`src/hdl/chs_pkg.sv`:
```
// Shared constants, types and arithmetic helpers for the cosine hemisphere sampler.
package chs_pkg;

    // Pipeline layout: stage 0 registers the input transaction, the square roots
    // and the sine/cosine series share stages 1 onward, the scaling takes the last two.
    localparam int SQ_STAGES         = 4;
    localparam int SQ_STEPS          = 4;
    localparam int TRIG_STAGES       = 10;
    localparam int SCALE_STAGES      = 2;
    localparam int STAGE_SQRT_LAST   = SQ_STAGES;
    localparam int STAGE_TRIG_LAST   = TRIG_STAGES;
    localparam int STAGE_SCALE_FIRST = TRIG_STAGES + 1;
    localparam int NUM_STAGES        = STAGE_SCALE_FIRST + SCALE_STAGES;

    // Quadrant codes of the angle, in quarter turns.
    localparam logic [1:0] QUAD_EAST  = 2'd0;
    localparam logic [1:0] QUAD_NORTH = 2'd1;
    localparam logic [1:0] QUAD_WEST  = 2'd2;
    localparam logic [1:0] QUAD_SOUTH = 2'd3;

    localparam logic [30:0] ONE_Q30    = 31'h4000_0000;
    localparam logic [31:0] TWO_PI_Q29 = 32'd3373259426;
    localparam logic [45:0] HALF_Q30   = 46'h0000_2000_0000;
    localparam logic [15:0] SAT_LIM    = 16'd32767;

    // Exact reciprocals: floor(p / k) = (p * M) >> SH for every p below 2^31,
    // with SH = 31 + ceil(log2(k)) and M = ceil(2^SH / k).
    localparam int unsigned DIV72_SH = 38;
    localparam int unsigned DIV90_SH = 38;
    localparam int unsigned DIV42_SH = 37;
    localparam int unsigned DIV56_SH = 37;
    localparam int unsigned DIV20_SH = 36;
    localparam int unsigned DIV30_SH = 36;
    localparam int unsigned DIV6_SH  = 34;
    localparam int unsigned DIV12_SH = 35;
    localparam logic [31:0] DIV72_M = 32'(((64'd1 << 38) + 64'd71) / 64'd72);
    localparam logic [31:0] DIV90_M = 32'(((64'd1 << 38) + 64'd89) / 64'd90);
    localparam logic [31:0] DIV42_M = 32'(((64'd1 << 37) + 64'd41) / 64'd42);
    localparam logic [31:0] DIV56_M = 32'(((64'd1 << 37) + 64'd55) / 64'd56);
    localparam logic [31:0] DIV20_M = 32'(((64'd1 << 36) + 64'd19) / 64'd20);
    localparam logic [31:0] DIV30_M = 32'(((64'd1 << 36) + 64'd29) / 64'd30);
    localparam logic [31:0] DIV6_M  = 32'(((64'd1 << 34) + 64'd5) / 64'd6);
    localparam logic [31:0] DIV12_M = 32'(((64'd1 << 35) + 64'd11) / 64'd12);

    typedef struct packed {
        logic [29:0] sin_mag;
        logic [30:0] cos_mag;
        logic [1:0]  quad;
        logic        neg;
    } trig_t;

    // Q30 product of a value below 2^30 and a value of at most 2^30.
    function automatic logic [29:0] mul_q30(input logic [29:0] a, input logic [30:0] b);
        logic [60:0] prod;
        prod = 61'(a) * 61'(b);
        return prod[59:30];
    endfunction

    // Quotient by a small constant through its reciprocal.
    function automatic logic [29:0] mul_recip(input logic [29:0] p, input logic [31:0] m,
                                              input int unsigned sh);
        logic [61:0] prod;
        prod = 62'(p) * 62'(m);
        return 30'(prod >> sh);
    endfunction

endpackage

```
`src/hdl/chs_scale.sv`:
```
// Quadrant rotation, radius scaling, rounding and saturation of the x and y components.
module chs_scale (
    input  logic                             aclk,
    input  logic [chs_pkg::SCALE_STAGES-1:0] stage_en,
    input  chs_pkg::trig_t                   trig,
    input  logic [14:0]                      radius,
    output logic signed [15:0]               dir_x,
    output logic signed [15:0]               dir_y
);

    function automatic logic [15:0] round_sat(input logic [45:0] prod, input logic neg);
        logic [45:0] sum;
        logic [15:0] mag;
        sum = prod + chs_pkg::HALF_Q30;
        mag = 16'(sum >> 30);
        if (mag > chs_pkg::SAT_LIM) begin
            mag = chs_pkg::SAT_LIM;
        end
        return neg ? (16'd0 - mag) : mag;
    endfunction

    logic [30:0] cm;
    logic [30:0] sm;
    logic        cn;
    logic        sn;

    logic [45:0] prod_x_reg;
    logic [45:0] prod_y_reg;
    logic        neg_x_reg;
    logic        neg_y_reg;
    logic [15:0] dir_x_reg;
    logic [15:0] dir_y_reg;

    always_comb begin
        cm = trig.cos_mag;
        sm = 31'(trig.sin_mag);
        cn = 1'b0;
        sn = trig.neg;
        case (trig.quad)
            chs_pkg::QUAD_EAST: begin
                cm = trig.cos_mag;
                cn = 1'b0;
                sm = 31'(trig.sin_mag);
                sn = trig.neg;
            end
            chs_pkg::QUAD_NORTH: begin
                cm = 31'(trig.sin_mag);
                cn = !trig.neg;
                sm = trig.cos_mag;
                sn = 1'b0;
            end
            chs_pkg::QUAD_WEST: begin
                cm = trig.cos_mag;
                cn = 1'b1;
                sm = 31'(trig.sin_mag);
                sn = !trig.neg;
            end
            chs_pkg::QUAD_SOUTH: begin
                cm = 31'(trig.sin_mag);
                cn = trig.neg;
                sm = trig.cos_mag;
                sn = 1'b1;
            end
            default: begin
                cm = trig.cos_mag;
                cn = 1'b0;
                sm = 31'(trig.sin_mag);
                sn = trig.neg;
            end
        endcase
    end

    always_ff @(posedge aclk) begin
        if (stage_en[0]) begin
            prod_x_reg <= 46'(radius) * 46'(cm);
            prod_y_reg <= 46'(radius) * 46'(sm);
            neg_x_reg  <= cn;
            neg_y_reg  <= sn;
        end
        if (stage_en[1]) begin
            dir_x_reg <= round_sat(prod_x_reg, neg_x_reg);
            dir_y_reg <= round_sat(prod_y_reg, neg_y_reg);
        end
    end

    assign dir_x = $signed(dir_x_reg);
    assign dir_y = $signed(dir_y_reg);

endmodule

```
`config.mk`:
```
export PLATFORM = sky130hd
export DESIGN_NAME = chs_scale
export DESIGN_NICKNAME = d
export VERILOG_FILES = /design/src/hdl/chs_pkg.sv /design/src/hdl/chs_scale.sv
export SDC_FILE = /design/constraint.sdc
export NUM_CORES = 2
export LEC_CHECK = 0
export BUFFER_PORTS_ARGS = -buffer_cell sky130_fd_sc_hd__buf_2
export CELL_PAD_IN_SITES_DETAIL_PLACEMENT = 1
export CELL_PAD_IN_SITES_GLOBAL_PLACEMENT = 1
export CORE_ASPECT_RATIO = 0.6
export CORE_MARGIN = 8
export CORE_UTILIZATION = 34
export CTS_CLUSTER_SIZE = 8
export DETAILED_ROUTE_END_ITERATION = 8
export PLACE_DENSITY = 0.63
export SYNTH_ARGS = -nofsm -noshare
export SYNTH_HDL_FRONTEND = slang
export SYNTH_SLANG_ARGS = --single-unit
```
`constraint.sdc`:
```
create_clock -name aclk -period 13.7 [get_ports aclk]
set_input_delay 2.055 -clock aclk [delete_from_list [all_inputs] [get_ports aclk]]
set_output_delay 2.055 -clock aclk [all_outputs]
set_load 0.03 [all_outputs]
```
* Word level (Yosys, flattened, before mapping) *
Cells that the tools add are included.

storage, ports and cells
  bits in registers = 126
  bits of input ports = 82
  output and inout port bits = 32
  logic and storage cells = 31

operators by class
  $add $sub $neg = 4
  multiply operators = 2
  order comparisons = 2
  eq/ne operators = 3
  multiplexer cells = 10
  reductions and logical operators = 4

operator list
  operator                count
  $pmux 31 s2             2
  $mux 16                 6
  $add 46x30->46 const B  2
  $mul 15x31->46          2
  $gt 16x15->1 const B    2
  $sub 1x16->16 const A   2
  $pmux 1 s4              2
  $eq 2x2->1 const B      2
  $reduce_or 2->1         2
  $eq 2x1->1 const B      1
  $logic_not 2->1         1
  $logic_not 1->1         1

* Depth between registers and ports, before layout *
  depth in word-level cells = 6
  mapped depth = 26
  gate-level depth less buffers = 23

* Worst setup path after synthesis *
Ideal clock, no wire load.

  kind = input to register
  start = in trig[1] (netlist bit)
  end = reg prod_x_reg[41] (data pin)
  setup time = 0.265 ns
  arrival time = 8.461 ns
  required time = 13.435 ns
  slack = 4.974 ns
  stages on the path = 24
  buffers on the path = 3
  path through = clkbuf_1 -> clkbuf_1 -> mux2_2 -> clkbuf_1 -> and2_1 -> fa_1 -> inv_1 -> fa_1 -> inv_1 -> fa_1 -> fa_1 -> fa_1 -> inv_1 -> fa_1 -> inv_1 -> ha_1 -> a21oi_1 -> o21ai_0 -> a2111oi_2 -> o211ai_1 -> a221o_2 -> a31oi_4 -> o21ai_0 -> xor2_1

on the way
  longest elaborated chain between the ends = 4
  elaborated cells between the ends (all ways) = 8
  those cells by class = mul (1); eq/ne (3); mux (1); reduce/logical (3)

RTL lines
  what                                RTL line         source
  start, declared                     chs_scale.sv:5   input chs_pkg::trig_t trig,
  $eq 2x2->1 (tied with other cells)  chs_scale.sv:39  case (trig.quad)
  $reduce_or 2->1 (no source line)    --
  $pmux 31 s2 *                       chs_scale.sv:39
  $mul 15x31->46 *                    chs_scale.sv:75  prod_x_reg <= 46'(radius) * 46'(cm);
  end signal, assigned                chs_scale.sv:75
  end, declared                       chs_scale.sv:27  logic [45:0] prod_x_reg;

Mark *: on every way between the ends. The rest lies on a longest branch, timed or not.
A chain may end at the register's enable or synchronous reset.

* Worst setup path in the final report *
  start = in trig[1] (netlist bit)
  end = reg prod_x_reg[43] (data pin)

The elaborated chain is that of the path after synthesis.

==> results.cfg <==
[outcome]
outcome = complete, no violations

[yosys]
yosysWarnings = 0
synthCells = 3593
synthFlopType = edfxtp_1
yosysSeqAreaShare = 0.0626
yosysMostFrequentCell = inv_1
synth_edf_count = 68
async_flop_share = 0
synth_common_cells = 822 x inv_1, 748 x fa_1, 521 x and2_1
synthTopCellsByArea = fa_1 46%, and2_1 10%, inv_1 9.5%
syn-cell-area_mm2 = 0.0326
yosys.area.top_type = fa_1
synthDistinctLibCells = 78
syn_avg_cell_area_um2 = 9.08
yosysTopAreaCellShare = 0.459
ys_seq_elements = 68
synth.net_count = 4641

[timing]
max_slew.worst_pin.slew_ns = 0.947
relSlewSlack = 0.365
max_freq_mhz = 107
finalMaxSlewViolations = 0
finalSetupViolations = 0
skew_ns = 0.0122
whs_ns = 0.763
post-route-min-period_ns = 9.38
hold_viol = 0
period_share = 0.685
setup_tns_ns = 0
rsz0062_at_grt = no

[cts]
postCtsSetupBuffers = 0
clk_pin_slew_ns = 0.06
cts_buffers = 9
cts-hold-fix-buffers = 0
clock_latency_ns = 0.35
clkSinkCount = 68
htreeDepth = 3
cts_root_buffer = clkbuf_16
cts_resized = 0
clock_path_buffers = 2
cts_tree = yes

[floorplan]
die_w_um = 416
rows = 88
initial_core_util = 0.341
die_height_um = 256
core_mm2 = 0.0956
pin_count = 114
design.die.area_mm2 = 0.106

[hold_path]
hp-class = flop to flop
hold_path_depth = 2

[setup_path]
critPathMaxStageDelay_ns = 0.61
crit_fanout = 60
cp.required_ns = 13.80
cp_num_buf_inv = 6
reg2regPathDepth = 12
cp-end-kind = flop
cp_num_cells = 23
cp-start-kind = primary input
crit_chain = buf_4 > buf_4 > mux2_2 > and2_1 > fa_1 > inv_1 > fa_1 > inv_1 > fa_1 > fa_1 > fa_1 > inv_1 > fa_1 > inv_1 > ha_1 > and3_1 > a311o_1 > o211a_1 > o21ba_2 > o21ai_0 > nand3_1 > a21oi_1 > xnor2_1
slowest_stage = buf_4
path_common_cell = fa_1
cp.arrival_ns = 9.49
critPathTopFamily = adder cells
path_class = primary input to flop

[routing]
detail_route.first_pass.iterations = 5
vias_per_cell = 4.83
vias = 23300
wl_per_cell_um = 19.8
drc = 0
detail-route-antenna-nets = 0
routed_wl_um = 95600
drt_iter0_drc = 1186

[finish]
design_area_mm2 = 0.0345
drive_gt1_frac = 0.0658
syn_to_final_growth_pct = 5.67
final_nets = 4601

[global_route]
first_global_vias = 26800
grt_pass1_wl_um = 156000
antenna_found_initial = 6
grt.overflow.total = 0
grt_start_max_net_pins = 63
track_usage = 0.183

[place]
hpwl_um = 75100
gp_congestion = 0.819
placed_area_mm2 = 0.0342
io_buffers = 113

[run]
maxCapViolCount = 0
[final timing paths]
| kind | to | start | slack, ns |
|---|---|---|---|
| setup reg to reg | dir_y[14] | prod_y_reg[29] | 10.00 |
| hold reg to reg | dir_y[0] | prod_y_reg[30] | 0.76 |
| setup / recovery | prod_x_reg[43] | trig[1] | 4.32 |
| hold / removal | dir_y[0] | prod_y_reg[30] | 0.76 |
[per-layer routing]
metal  up-vias  wire length (µm)  global-route usage
li1      10600                 -                   -
met3        72              5290              0.0381
met4         2              1710              0.0328
met2       489             39500               0.271
met5         -                13                   0
met1     12200             49100               0.278
[final cells by class]
cell class	instances	area, µm²
inverter	822	3090
clock buffer	9	225
tap	1260	1580
multi-input combinational	2522	26800
fill	11100	61100
sequential	68	2040
clock inverter	4	20.0
antenna	4	10.0
timing repair buffer	130	703
[cells by family after synthesis]
kind of cell,after synthesis,synth area share
xor gates and xnor gates,85,0.0231
muxes,64,0.0219
DFF,68,0.0626
and+or+nand+nor,1185,0.188
buffers and inverters,1003,0.116
adders and majority gates,966,0.543
AOI/OAI and AO/OA,222,0.0461
[metrics by stage]
stage,worst slack (ns),utilization,instances
floorplan,4.97,-,3593
global placement,3.98,0.358,4802
detailed placement,3.93,0.358,4802
CTS,4.30,0.360,4815
global route,3.98,0.361,4819
finish,4.32,0.361,4819
[layout by cell type (no fill, tap or decap), drive strengths merged, types with 5 or more instances in the layout]
| cell | count |
|---|---|
| a31oi | 12 |
| nand4 | 19 |
| a211oi | 10 |
| inv | 822 |
| ha | 218 |
| xnor2 | 50 |
| a21o | 20 |
| fa | 748 |
| and2 | 522 |
| mux2 | 60 |
| xor2 | 35 |
| and3 | 28 |
| nor3 | 16 |
| and4 | 5 |
| nand3 | 39 |
| clkbuf | 9 |
| a21oi | 72 |
| o21bai | 6 |
| nand2 | 457 |
| nor2 | 58 |
| edfxtp | 68 |
| o21ai | 40 |
| nand2b | 12 |
| o211ai | 9 |
| nor2b | 10 |
| buf | 130 |
[worst register-to-register path, stage by stage (launching register included)]
cell,delay (ns)
edfxtp_1,0.36
ha_1,0.27
nand2_1,0.14
nor4_1,0.27
nor2b_1,0.26
xor2_1,0.71
nor2_1,0.18
ha_1,0.29
and3b_1,0.21
a21oi_1,0.32
nand4b_1,0.19
o41ai_2,0.10
xor2_1,0.17
Power is left out: the tool's default activity adds up to more than one toggle a clock period on the data nets, which glitch-free logic cannot reach.
